File: src/rtl/ooo_rob_dispatch_commit_timing_top_macros.svh
// Assertion macros for the dispatch and commit timing block.
// Both expect clk_i and rst_ni in the scope where they are used.
`ifndef OOO_ROB_DISPATCH_COMMIT_TIMING_TOP_MACROS_SVH
`define OOO_ROB_DISPATCH_COMMIT_TIMING_TOP_MACROS_SVH

// The property must hold in the same cycle as its trigger.
`define ORDCT_ASSERT(label, trig, prop, msg) \
  label: assert property (@(posedge clk_i) disable iff (!rst_ni) (trig) |-> (prop)) \
    else $error(msg);

// The property must hold in the cycle after its trigger.
`define ORDCT_ASSERT_NEXT(label, trig, prop, msg) \
  label: assert property (@(posedge clk_i) disable iff (!rst_ni) (trig) |=> (prop)) \
    else $error(msg);

`endif

File: src/rtl/ordct_pkg.sv
package ordct_pkg;

  localparam int unsigned ROB_DEPTH         = 64;
  localparam int unsigned FLAG_SLOT         = 8;
  localparam int unsigned NUM_SLOTS         = FLAG_SLOT + 1;
  localparam int unsigned ROB_PTR_W         = (ROB_DEPTH > 1) ? $clog2(ROB_DEPTH) : 1;
  localparam int unsigned CFG_ROB_W         = 7;
  localparam int unsigned ROB_SIZE_W        = (ROB_PTR_W + 1 > CFG_ROB_W) ? ROB_PTR_W + 1
                                                                         : CFG_ROB_W;
  localparam int unsigned ROB_ENTRIES_RESET = 64;
  localparam int unsigned ISSUE_W           = 4;
  localparam int unsigned SLOT_W            = 4;
  localparam int unsigned CYCLE_W           = 32;
  localparam int unsigned CFG_DATA_W        = 7;
  localparam int unsigned REDIRECT_PENALTY  = 2;

  typedef logic [CYCLE_W-1:0] cycle_t;

  typedef enum logic [1:0] {
    CFG_ISSUE_WIDTH = 2'd0,
    CFG_ROB_ENTRIES = 2'd1,
    CFG_IN_ORDER    = 2'd2
  } cfg_index_e;

  typedef struct packed {
    logic [1:0]        source_count;
    logic [SLOT_W-1:0] source_a;
    logic [SLOT_W-1:0] source_b;
    logic [SLOT_W-1:0] source_c;
    logic              writes_register;
    logic [2:0]        dest_register;
    logic              writes_flags;
    logic [4:0]        exec_latency;
    logic              control_penalized;
  } instr_t;

  typedef struct packed {
    cycle_t dispatch_cycle;
    cycle_t execute_cycle;
    cycle_t complete_cycle;
    cycle_t commit_cycle;
  } timing_t;

endpackage

File: src/rtl/ordct_if.sv
interface ordct_instr_if import ordct_pkg::*; ();
  logic   valid;
  logic   ready;
  instr_t data;

  modport source (output valid, output data, input ready);
  modport sink (input valid, input data, output ready);
endinterface

interface ordct_timing_if import ordct_pkg::*; ();
  logic    valid;
  logic    ready;
  timing_t data;

  modport source (output valid, output data, input ready);
  modport sink (input valid, input data, output ready);
endinterface

interface ordct_cfg_if import ordct_pkg::*; ();
  logic                  valid;
  logic                  ready;
  cfg_index_e            index;
  logic [CFG_DATA_W-1:0] wdata;

  modport source (output valid, output index, output wdata, input ready);
  modport sink (input valid, input index, input wdata, output ready);
endinterface

File: src/rtl/ooo_rob_dispatch_commit_timing_top.sv
// Channel    Dir  Word                                         Accepted when
// cfg_i      in   index (2 bits), wdata (7 bits)               valid && ready (ready always high)
// instr_i    in   one decoded instruction (instr_t)            valid && ready
// timing_o   out  dispatch, execute, complete, commit cycles   valid && ready
//
// One instruction per clock is sustained while timing_o is taken.
// An accepted instruction is registered in the holding stage, and its result word is then
// registered in the output register, where it is valid: the reorder-buffer memory is read at
// acceptance, and the entry is updated and written back when the held instruction moves on.
// The recurrence through dispatch, execute and commit state sets this rate.
// Reset is asynchronous and clears all control state and the ready table; no
// clearing pass is needed. A stalled output holds one word in flight and the
// instruction channel stays open until a second one waits behind it.
`include "ooo_rob_dispatch_commit_timing_top_macros.svh"

module ooo_rob_dispatch_commit_timing_top import ordct_pkg::*; (
  input  logic                  clk_i,
  input  logic                  rst_ni,
  ordct_cfg_if.sink             cfg_i,
  ordct_instr_if.sink           instr_i,
  ordct_timing_if.source        timing_o
);

  function automatic cycle_t sat_add(cycle_t a, cycle_t b);
    logic [CYCLE_W:0] s;
    s = {1'b0, a} + {1'b0, b};
    return s[CYCLE_W] ? '1 : s[CYCLE_W-1:0];
  endfunction

  function automatic cycle_t max_cycle(cycle_t a, cycle_t b);
    return (a > b) ? a : b;
  endfunction

  // Configuration registers.
  logic [ISSUE_W-1:0]   issue_width_q;
  logic [CFG_ROB_W-1:0] rob_entries_q;
  logic                 in_order_q;

  // Issue-stage bookkeeping.
  logic [ROB_PTR_W-1:0] rob_ptr_q, rob_ptr_d;
  logic                 rob_filled_q, rob_filled_d;
  cycle_t               slot_q [NUM_SLOTS];

  // Reorder-buffer memory and its registered read.
  cycle_t               rob_mem_q [ROB_DEPTH];
  cycle_t               rob_rd_q;

  // Stage holding one accepted instruction.
  logic                 s1_valid_q, s1_valid_d;
  instr_t               s1_instr_q;
  cycle_t               s1_src_max_q;
  logic                 s1_dep_q;
  logic [ROB_PTR_W-1:0] s1_ptr_q;
  logic                 s1_filled_q;
  logic                 s1_rob_fwd_q;

  // Dispatch, execute and commit state.
  cycle_t               disp_cycle_q, disp_cycle_d;
  logic [ISSUE_W-1:0]   disp_count_q, disp_count_d;
  cycle_t               commit_cycle_q, commit_cycle_d;
  logic [ISSUE_W-1:0]   commit_count_q, commit_count_d;
  cycle_t               fetch_block_q, fetch_block_d;
  cycle_t               prev_exec_q, prev_exec_d;

  // Output register.
  logic                 out_valid_q, out_valid_d;
  timing_t              timing_q;

  logic                  in_fire, s1_fire, out_free;
  logic [ROB_SIZE_W-1:0] rob_span, ptr_inc;
  logic [ROB_PTR_W-1:0]  ptr_eff;
  logic [NUM_SLOTS-1:0]  slot_hit, slot_kill;
  logic [SLOT_W-1:0]     src [3];
  logic [2:0]            src_used, src_fwd;
  cycle_t                src_val [3];
  cycle_t                src_max;

  logic [ISSUE_W-1:0]    width;
  cycle_t                rob_commit, disp, exec, complete, commit;

  assign out_free        = !out_valid_q || timing_o.ready;
  assign s1_fire         = s1_valid_q && out_free;
  assign instr_i.ready   = !s1_valid_q || s1_fire;
  assign in_fire         = instr_i.valid && instr_i.ready;
  assign cfg_i.ready     = 1'b1;
  assign timing_o.valid  = out_valid_q;
  assign timing_o.data   = timing_q;

  always_ff @(posedge clk_i or negedge rst_ni) begin
    if (!rst_ni) begin
      issue_width_q <= ISSUE_W'(1);
      rob_entries_q <= CFG_ROB_W'(ROB_ENTRIES_RESET);
      in_order_q    <= 1'b0;
    end else if (cfg_i.valid) begin
      unique case (cfg_i.index)
        CFG_ISSUE_WIDTH: issue_width_q <= cfg_i.wdata[ISSUE_W-1:0];
        CFG_ROB_ENTRIES: rob_entries_q <= cfg_i.wdata[CFG_ROB_W-1:0];
        CFG_IN_ORDER:    in_order_q    <= cfg_i.wdata[0];
        default: begin
        end
      endcase
    end
  end

  // Reorder-buffer pointer, with the configured size clamped to between one and the built depth.
  always_comb begin
    rob_span = ROB_SIZE_W'(rob_entries_q);
    if (rob_entries_q == '0) begin
      rob_span = ROB_SIZE_W'(1);
    end else if (32'(rob_entries_q) > ROB_DEPTH) begin
      rob_span = ROB_SIZE_W'(ROB_DEPTH);
    end
    ptr_eff = (ROB_SIZE_W'(rob_ptr_q) >= rob_span) ? '0 : rob_ptr_q;
    ptr_inc = ROB_SIZE_W'(ptr_eff) + ROB_SIZE_W'(1);
    rob_ptr_d    = rob_ptr_q;
    rob_filled_d = rob_filled_q;
    if (in_fire) begin
      if (ptr_inc >= rob_span) begin
        rob_ptr_d    = '0;
        rob_filled_d = 1'b1;
      end else begin
        rob_ptr_d = ptr_inc[ROB_PTR_W-1:0];
      end
    end
  end

  // Source operand lookup. A slot that the instruction ahead writes in this very
  // cycle is taken instead from that instruction's complete cycle in the output register.
  always_comb begin
    for (int i = 0; i < NUM_SLOTS; i++) begin
      slot_hit[i] = (s1_instr_q.writes_register &&
                     SLOT_W'(s1_instr_q.dest_register) == SLOT_W'(i)) ||
                    (s1_instr_q.writes_flags && i == FLAG_SLOT);
      slot_kill[i] = s1_fire && slot_hit[i];
    end
    src[0] = instr_i.data.source_a;
    src[1] = instr_i.data.source_b;
    src[2] = instr_i.data.source_c;
    for (int r = 0; r < 3; r++) begin
      src_used[r] = 2'(r) < instr_i.data.source_count;
      src_val[r]  = '0;
      src_fwd[r]  = 1'b0;
      for (int i = 0; i < NUM_SLOTS; i++) begin
        if (src_used[r] && src[r] == SLOT_W'(i)) begin
          if (slot_kill[i]) begin
            src_fwd[r] = 1'b1;
          end else begin
            src_val[r] = slot_q[i];
          end
        end
      end
    end
    src_max = max_cycle(max_cycle(src_val[0], src_val[1]), src_val[2]);
  end

  always_comb begin
    width      = (issue_width_q == '0) ? ISSUE_W'(1) : issue_width_q;
    rob_commit = s1_rob_fwd_q ? timing_q.commit_cycle : rob_rd_q;

    disp = (disp_count_q < width) ? disp_cycle_q : sat_add(disp_cycle_q, CYCLE_W'(1));
    disp = max_cycle(disp, fetch_block_q);
    if (s1_filled_q) begin
      disp = max_cycle(disp, sat_add(rob_commit, CYCLE_W'(1)));
    end

    exec = max_cycle(disp, s1_src_max_q);
    if (s1_dep_q) begin
      exec = max_cycle(exec, timing_q.complete_cycle);
    end
    if (in_order_q && exec < prev_exec_q) begin
      exec = prev_exec_q;
    end
    complete = sat_add(exec, CYCLE_W'(s1_instr_q.exec_latency));

    commit = (commit_count_q < width) ? commit_cycle_q
                                      : sat_add(commit_cycle_q, CYCLE_W'(1));
    commit = max_cycle(commit, complete);

    disp_cycle_d   = disp_cycle_q;
    disp_count_d   = disp_count_q;
    commit_cycle_d = commit_cycle_q;
    commit_count_d = commit_count_q;
    fetch_block_d  = fetch_block_q;
    prev_exec_d    = prev_exec_q;
    if (s1_fire) begin
      if (disp == disp_cycle_q && disp_count_q < width) begin
        disp_count_d = disp_count_q + ISSUE_W'(1);
      end else begin
        disp_cycle_d = disp;
        disp_count_d = ISSUE_W'(1);
      end
      if (commit == commit_cycle_q && commit_count_q < width) begin
        commit_count_d = commit_count_q + ISSUE_W'(1);
      end else begin
        commit_cycle_d = commit;
        commit_count_d = ISSUE_W'(1);
      end
      if (s1_instr_q.control_penalized) begin
        fetch_block_d = sat_add(exec, CYCLE_W'(REDIRECT_PENALTY));
      end
      prev_exec_d = exec;
    end

    s1_valid_d = in_fire ? 1'b1 : (s1_fire ? 1'b0 : s1_valid_q);
    out_valid_d = s1_fire ? 1'b1 : (timing_o.ready ? 1'b0 : out_valid_q);
  end

  always_ff @(posedge clk_i or negedge rst_ni) begin
    if (!rst_ni) begin
      rob_ptr_q      <= '0;
      rob_filled_q   <= 1'b0;
      s1_valid_q     <= 1'b0;
      out_valid_q    <= 1'b0;
      disp_cycle_q   <= CYCLE_W'(1);
      disp_count_q   <= '0;
      commit_cycle_q <= CYCLE_W'(1);
      commit_count_q <= '0;
      fetch_block_q  <= '0;
      prev_exec_q    <= '0;
      for (int i = 0; i < NUM_SLOTS; i++) begin
        slot_q[i] <= '0;
      end
    end else begin
      rob_ptr_q      <= rob_ptr_d;
      rob_filled_q   <= rob_filled_d;
      s1_valid_q     <= s1_valid_d;
      out_valid_q    <= out_valid_d;
      disp_cycle_q   <= disp_cycle_d;
      disp_count_q   <= disp_count_d;
      commit_cycle_q <= commit_cycle_d;
      commit_count_q <= commit_count_d;
      fetch_block_q  <= fetch_block_d;
      prev_exec_q    <= prev_exec_d;
      for (int i = 0; i < NUM_SLOTS; i++) begin
        if (slot_kill[i]) begin
          slot_q[i] <= complete;
        end
      end
    end
  end

  always_ff @(posedge clk_i) begin
    if (in_fire) begin
      s1_instr_q   <= instr_i.data;
      s1_src_max_q <= src_max;
      s1_dep_q     <= |src_fwd;
      s1_ptr_q     <= ptr_eff;
      s1_filled_q  <= rob_filled_q;
      s1_rob_fwd_q <= s1_fire && (s1_ptr_q == ptr_eff);
    end
    if (s1_fire) begin
      timing_q.dispatch_cycle <= disp;
      timing_q.execute_cycle  <= exec;
      timing_q.complete_cycle <= complete;
      timing_q.commit_cycle   <= commit;
    end
  end

  always_ff @(posedge clk_i) begin
    if (s1_fire) begin
      rob_mem_q[s1_ptr_q] <= commit;
    end
    if (in_fire) begin
      rob_rd_q <= rob_mem_q[ptr_eff];
    end
  end

  `ORDCT_ASSERT(stage_order_a, out_valid_q,
    timing_q.dispatch_cycle <= timing_q.execute_cycle &&
    timing_q.execute_cycle <= timing_q.complete_cycle &&
    timing_q.complete_cycle <= timing_q.commit_cycle,
    "Result cycles are out of order.")
  `ORDCT_ASSERT(in_order_flow_a, s1_fire && out_valid_q,
    disp >= timing_q.dispatch_cycle && commit >= timing_q.commit_cycle,
    "Dispatch or commit went backwards.")
  `ORDCT_ASSERT_NEXT(result_shown_a, s1_fire, timing_o.valid,
    "A finished instruction produced no result word.")

endmodule
File: src/flat_wrapper.sv
// flat-port wrapper written by rule: the top's interface ports become plain ports
module ooo_rob_dispatch_commit_timing_top_flat import ordct_pkg::*;
  (clk_i, rst_ni, cfg_i_valid, cfg_i_index, cfg_i_wdata, cfg_i_ready, instr_i_valid, instr_i_data, instr_i_ready, timing_o_valid, timing_o_data, timing_o_ready);
  ordct_cfg_if cfg_i_i ();
  ordct_instr_if instr_i_i ();
  ordct_timing_if timing_o_i ();
  input  logic clk_i;
  input  logic rst_ni;
  input wire logic [$bits(cfg_i_i.valid)-1:0] cfg_i_valid;
  input wire logic [$bits(cfg_i_i.index)-1:0] cfg_i_index;
  input wire logic [$bits(cfg_i_i.wdata)-1:0] cfg_i_wdata;
  output wire logic [$bits(cfg_i_i.ready)-1:0] cfg_i_ready;
  input wire logic [$bits(instr_i_i.valid)-1:0] instr_i_valid;
  input wire logic [$bits(instr_i_i.data)-1:0] instr_i_data;
  output wire logic [$bits(instr_i_i.ready)-1:0] instr_i_ready;
  output wire logic [$bits(timing_o_i.valid)-1:0] timing_o_valid;
  output wire logic [$bits(timing_o_i.data)-1:0] timing_o_data;
  input wire logic [$bits(timing_o_i.ready)-1:0] timing_o_ready;
  assign cfg_i_i.valid = cfg_i_valid;
  assign cfg_i_i.index = cfg_i_index;
  assign cfg_i_i.wdata = cfg_i_wdata;
  assign cfg_i_ready = cfg_i_i.ready;
  assign instr_i_i.valid = instr_i_valid;
  assign instr_i_i.data = instr_i_data;
  assign instr_i_ready = instr_i_i.ready;
  assign timing_o_valid = timing_o_i.valid;
  assign timing_o_data = timing_o_i.data;
  assign timing_o_i.ready = timing_o_ready;
  ooo_rob_dispatch_commit_timing_top u_core (.clk_i(clk_i), .rst_ni(rst_ni), .cfg_i(cfg_i_i), .instr_i(instr_i_i), .timing_o(timing_o_i));
endmodule
File: config.mk
export PLATFORM = sky130hd
export DESIGN_NAME = ooo_rob_dispatch_commit_timing_top_flat
export DESIGN_NICKNAME = d
export VERILOG_FILES = /design/src/rtl/ordct_pkg.sv /design/src/rtl/ordct_if.sv /design/src/rtl/ooo_rob_dispatch_commit_timing_top.sv /design/src/flat_wrapper.sv
export VERILOG_INCLUDE_DIRS = /design/src /design/src/rtl
export SDC_FILE = /design/constraint.sdc
export NUM_CORES = 2
export LEC_CHECK = 0
export CORE_UTILIZATION = 40
export CTS_BUF_LIST = sky130_fd_sc_hd__clkbuf_4 sky130_fd_sc_hd__clkbuf_8
export DETAILED_ROUTE_END_ITERATION = 8
export DONT_BUFFER_PORTS = 1
export PLACE_DENSITY = 0.63
export SLEW_MARGIN = 5
export SYNTH_ARGS = -nofsm -noshare
export SYNTH_HDL_FRONTEND = slang
export SYNTH_SLANG_ARGS = --single-unit
export TNS_END_PERCENT = 10
File: constraint.sdc
create_clock -name clk_i -period 73.9 [get_ports clk_i]
set_clock_uncertainty 0.2 [all_clocks]
set_input_delay 11.085 -clock clk_i [delete_from_list [all_inputs] [get_ports clk_i]]
set_output_delay 11.085 -clock clk_i [all_outputs]
set_load 0.05 [all_outputs]
==> results.cfg <==
[synthesis]
syn_area_per_cell_um2 = 11.9
synth_nets = 10705
ys.flop_type = edfxtp_1
syn_area_um2 = 124000
synth_cell_types = 109
ys_ff_latch = 2705
synth_cells = 10379
synth-edff-count = 2260
seq_area_frac_synth_pct = 63.8
yosys_warnings = 0
synthArstFlopShare_pct = 16.5

[clocking]
htreeDepth = 5
clockRootBuffer = clkbuf_8
post_cts_buffers = 0
insertion_delay_ps = 1160
cts_resized = 0
cts_tree = yes
cts_hold_buf = 0
cts_buffers = 442
cts_max_path_buffers = 4
clkSlewWorstSetupHoldPaths_ps = 60
cts.sinks = 2705

[timing]
relSlewSlack_pct = -22.4
worst_pin_slew_ps = 1840
layout_setup_ws_ps = 45070
max_freq_ghz = 0.0347
drv_slew = 233
finalCritPeriodShare_pct = 39.0
setup_violations = 0
period_needed_ps = 28830
rsz0062_at_grt = no
hold_viol = 0
timing.setup.tns_ps = 0

[status]
violations = design-rule violations, max-slew violations
status = complete, but fails checks

[worst_setup_path]
cp_slowest_stage_delay_ps = 1140
critical_path_class = reg2reg
worst_ep_arrival_time_ps = 29580
crit_path_end_kind = register
r2r_start = u_core.disp_cycle_q[11]
path_buf_inv = 15
required_ps = 74650
cp_max_fo = 67
startpoint_type = register
critPathMostFrequentCell = buf_4
cp_slowest_cell = o21ai_0
critPathTopFamily = simple AND/OR/NAND/NOR gates
cp-startpoint = u_core.disp_cycle_q[11]

[final_layout]
drive_above_1_share_pct = 12.2
fin_nets = 10650
nFillCells = 28014
syn_to_final_growth_pct = 11.7

[route]
vias = 94348
routedWlPerCell_um = 32.1
wl_mm = 476
route.detailed.drc = 114
drt-initial-drc-count = 14514
via_per_inst = 6.37
firstDrtPassIters = 9
final_antenna_net_count = 0

[place]
portBuffers = 0
dp_hpwl_mm = 298
dp_slack_ps = 45890
globalplace.congestion = 1.01

[floorplanning]
die_h_um = 558
rows = 203
die_w_um = 558
initial_utilization_pct = 40.4
dieArea_um2 = 312000
num_io_pins = 170
core-area_um2 = 307000

[hold_path]
hold_start = u_core.disp_count_q[3]
hold_class = reg2reg

[global_routing]
grt_overflow = 0
grt_pass1_wl_mm = 667
track_usage_pct = 29.7
grt_max_degree = 446
grt_pass1_vias = 89207
antenna_found_initial = 38

[job]
maxCapViolCount = 0
[cells in the mapped netlist, types with 37 or more instances]
| cell | n | area (um2) |
|---|---|---|
| edfxtp_1 | 2260 | 67900 |
| nand2_1 | 1652 | 6200 |
| o21ai_0 | 742 | 3710 |
| clkbuf_1 | 694 | 2610 |
| nand3_1 | 587 | 2940 |
| dfrtp_1 | 441 | 11000 |
| o221ai_1 | 388 | 3400 |
| a21oi_1 | 357 | 1790 |
| nor2_1 | 337 | 1260 |
| inv_1 | 290 | 1090 |
| ha_1 | 286 | 3580 |
| a311oi_1 | 261 | 2290 |
| and3_1 | 197 | 1230 |
| a222oi_1 | 168 | 1680 |
| o22ai_1 | 133 | 832 |
| a211oi_1 | 131 | 983 |
| nor3_1 | 118 | 591 |
| nand4_1 | 104 | 651 |
| xnor2_1 | 89 | 780 |
| a22oi_1 | 84 | 631 |
| mux2_2 | 83 | 935 |
| mux2i_1 | 63 | 631 |
| a31oi_1 | 62 | 388 |
| buf_1 | 47 | 176 |
| xor2_1 | 47 | 412 |
| a21o_1 | 46 | 345 |
| nor4_1 | 44 | 275 |
| and2_1 | 41 | 257 |
| nor2b_1 | 41 | 257 |
| a221oi_1 | 38 | 333 |
| nand2b_1 | 37 | 231 |
[cells by family (layout without fill, tap and decap cells)]
group / after synthesis / in the layout / synth area share [%]
buf+inv: 1075 / 1385 / 3.33
flops: 2705 / 2705 / 63.8
xor+xnor: 136 / 136 / 0.962
compound gates: 2707 / 2707 / 15.3
fa+ha+maj: 287 / 287 / 2.91
mux: 185 / 185 / 1.67
other cells: 1 / 31 / 0.00303
simple gates: 3283 / 3283 / 12.0
[area by class of cell]
cell class	count	area, um2	area share (%)
antenna	30	75.1	0.0543
clock buffer	632	7640	5.53
clock inverter	177	1240	0.897
inverter	296	1150	0.834
multi-input combinational	6599	41800	30.2
sequential	2705	79000	57.1
tap	4100	5130	3.71
timing repair buffer	280	2240	1.62
[placed cells by master (no fill, tap or decap), drive strengths merged, types with 21 or more instances in the layout]
cell type | Yosys | layout
edfxtp | 2260 | 2260
nand2 | 1652 | 1652
o21ai | 765 | 765
clkbuf | 694 | 632
nand3 | 587 | 587
dfrtp | 441 | 441
o221ai | 388 | 388
a21oi | 358 | 358
nor2 | 339 | 339
inv | 295 | 310
ha | 286 | 286
buf | 85 | 280
a311oi | 262 | 262
and3 | 198 | 198
a222oi | 168 | 168
clkinv | 1 | 148
o22ai | 133 | 133
a211oi | 131 | 131
nor3 | 120 | 120
mux2 | 116 | 116
nand4 | 108 | 108
xnor2 | 89 | 89
a22oi | 85 | 85
a31oi | 64 | 64
mux2i | 63 | 63
xor2 | 47 | 47
a21o | 46 | 46
nor4 | 46 | 46
and2 | 45 | 45
nor2b | 41 | 41
a221oi | 38 | 38
nand2b | 38 | 38
o21a | 34 | 34
o211ai | 31 | 31
diode | 0 | 30
a22o | 22 | 22
o31ai | 21 | 21
[sequential cells by signal, summed over array words and instances (netlist names), 4 cells and up]
| register | cells |
|---|---|
| u_core.prev_exec_q | 32 |
| u_core.disp_count_q | 4 |
| u_core.slot_q | 288 |
| u_core.timing_o.data | 128 |
| u_core.rob_rd_q | 32 |
| u_core.rob_ptr_q | 6 |
| u_core.commit_count_q | 4 |
| u_core.rob_mem_q | 2048 |
| u_core.s1_instr_q | 11 |
| u_core.fetch_block_q | 32 |
| u_core.s1_ptr_q | 6 |
| u_core.disp_cycle_q | 32 |
| u_core.s1_src_max_q | 32 |
| u_core.commit_cycle_q | 32 |
| u_core.rob_entries_q | 7 |
| u_core.issue_width_q | 4 |
[layer usage]
metal | vias up | global-route usage (%) | part of all wire (%)
met3 | 1054 | 7.81 | 11
met5 | - | 0 | 0.0071
met1 | 47298 | 40.8 | 40
li1 | 40014 | - | -
met4 | 6 | 12.9 | 4.7
met2 | 5976 | 44.3 | 43
[worst register-to-register path: cells and delay by family, from the launching register on]
family,cells,cell delay (ps)
multiplexers,2,910
XOR/XNOR,2,780
AO/OA/AOI/OAI,32,9590
buffers and inverters,15,4170
flip-flops,1,470
adder cells (fa/ha/maj),8,2530
AND/OR/NAND/NOR,27,10030
[metrics by stage]
stage	utilization, %	area [um2]	hold WS [ps]	instances
floorplan	-	124000	223	10379
global placement	42.1	129000	269	13980
detailed placement	42.1	129000	285	13980
CTS	45.0	138000	292	14789
global route	45.0	138000	323	14797
finish	45.1	138000	297	14819
[path summary, 6_finish.rpt]
kind                                              to  slack, ps  depth (start not counted)
max in group asynchronous        u_core.rob_ptr_q[2]      62520                          0
hold reg to reg               u_core.disp_count_q[3]        300                          1
min in group asynchronous         u_core.slot_q[124]       9480                          0
hold / removal                u_core.disp_count_q[3]        300                          1
setup reg to reg           u_core.commit_cycle_q[26]      45070                         86
setup / recovery           u_core.commit_cycle_q[26]      45070                         86
Power is left out: the tool's default activity adds up to more than one toggle a clock period on the data nets, which glitch-free logic cannot reach.
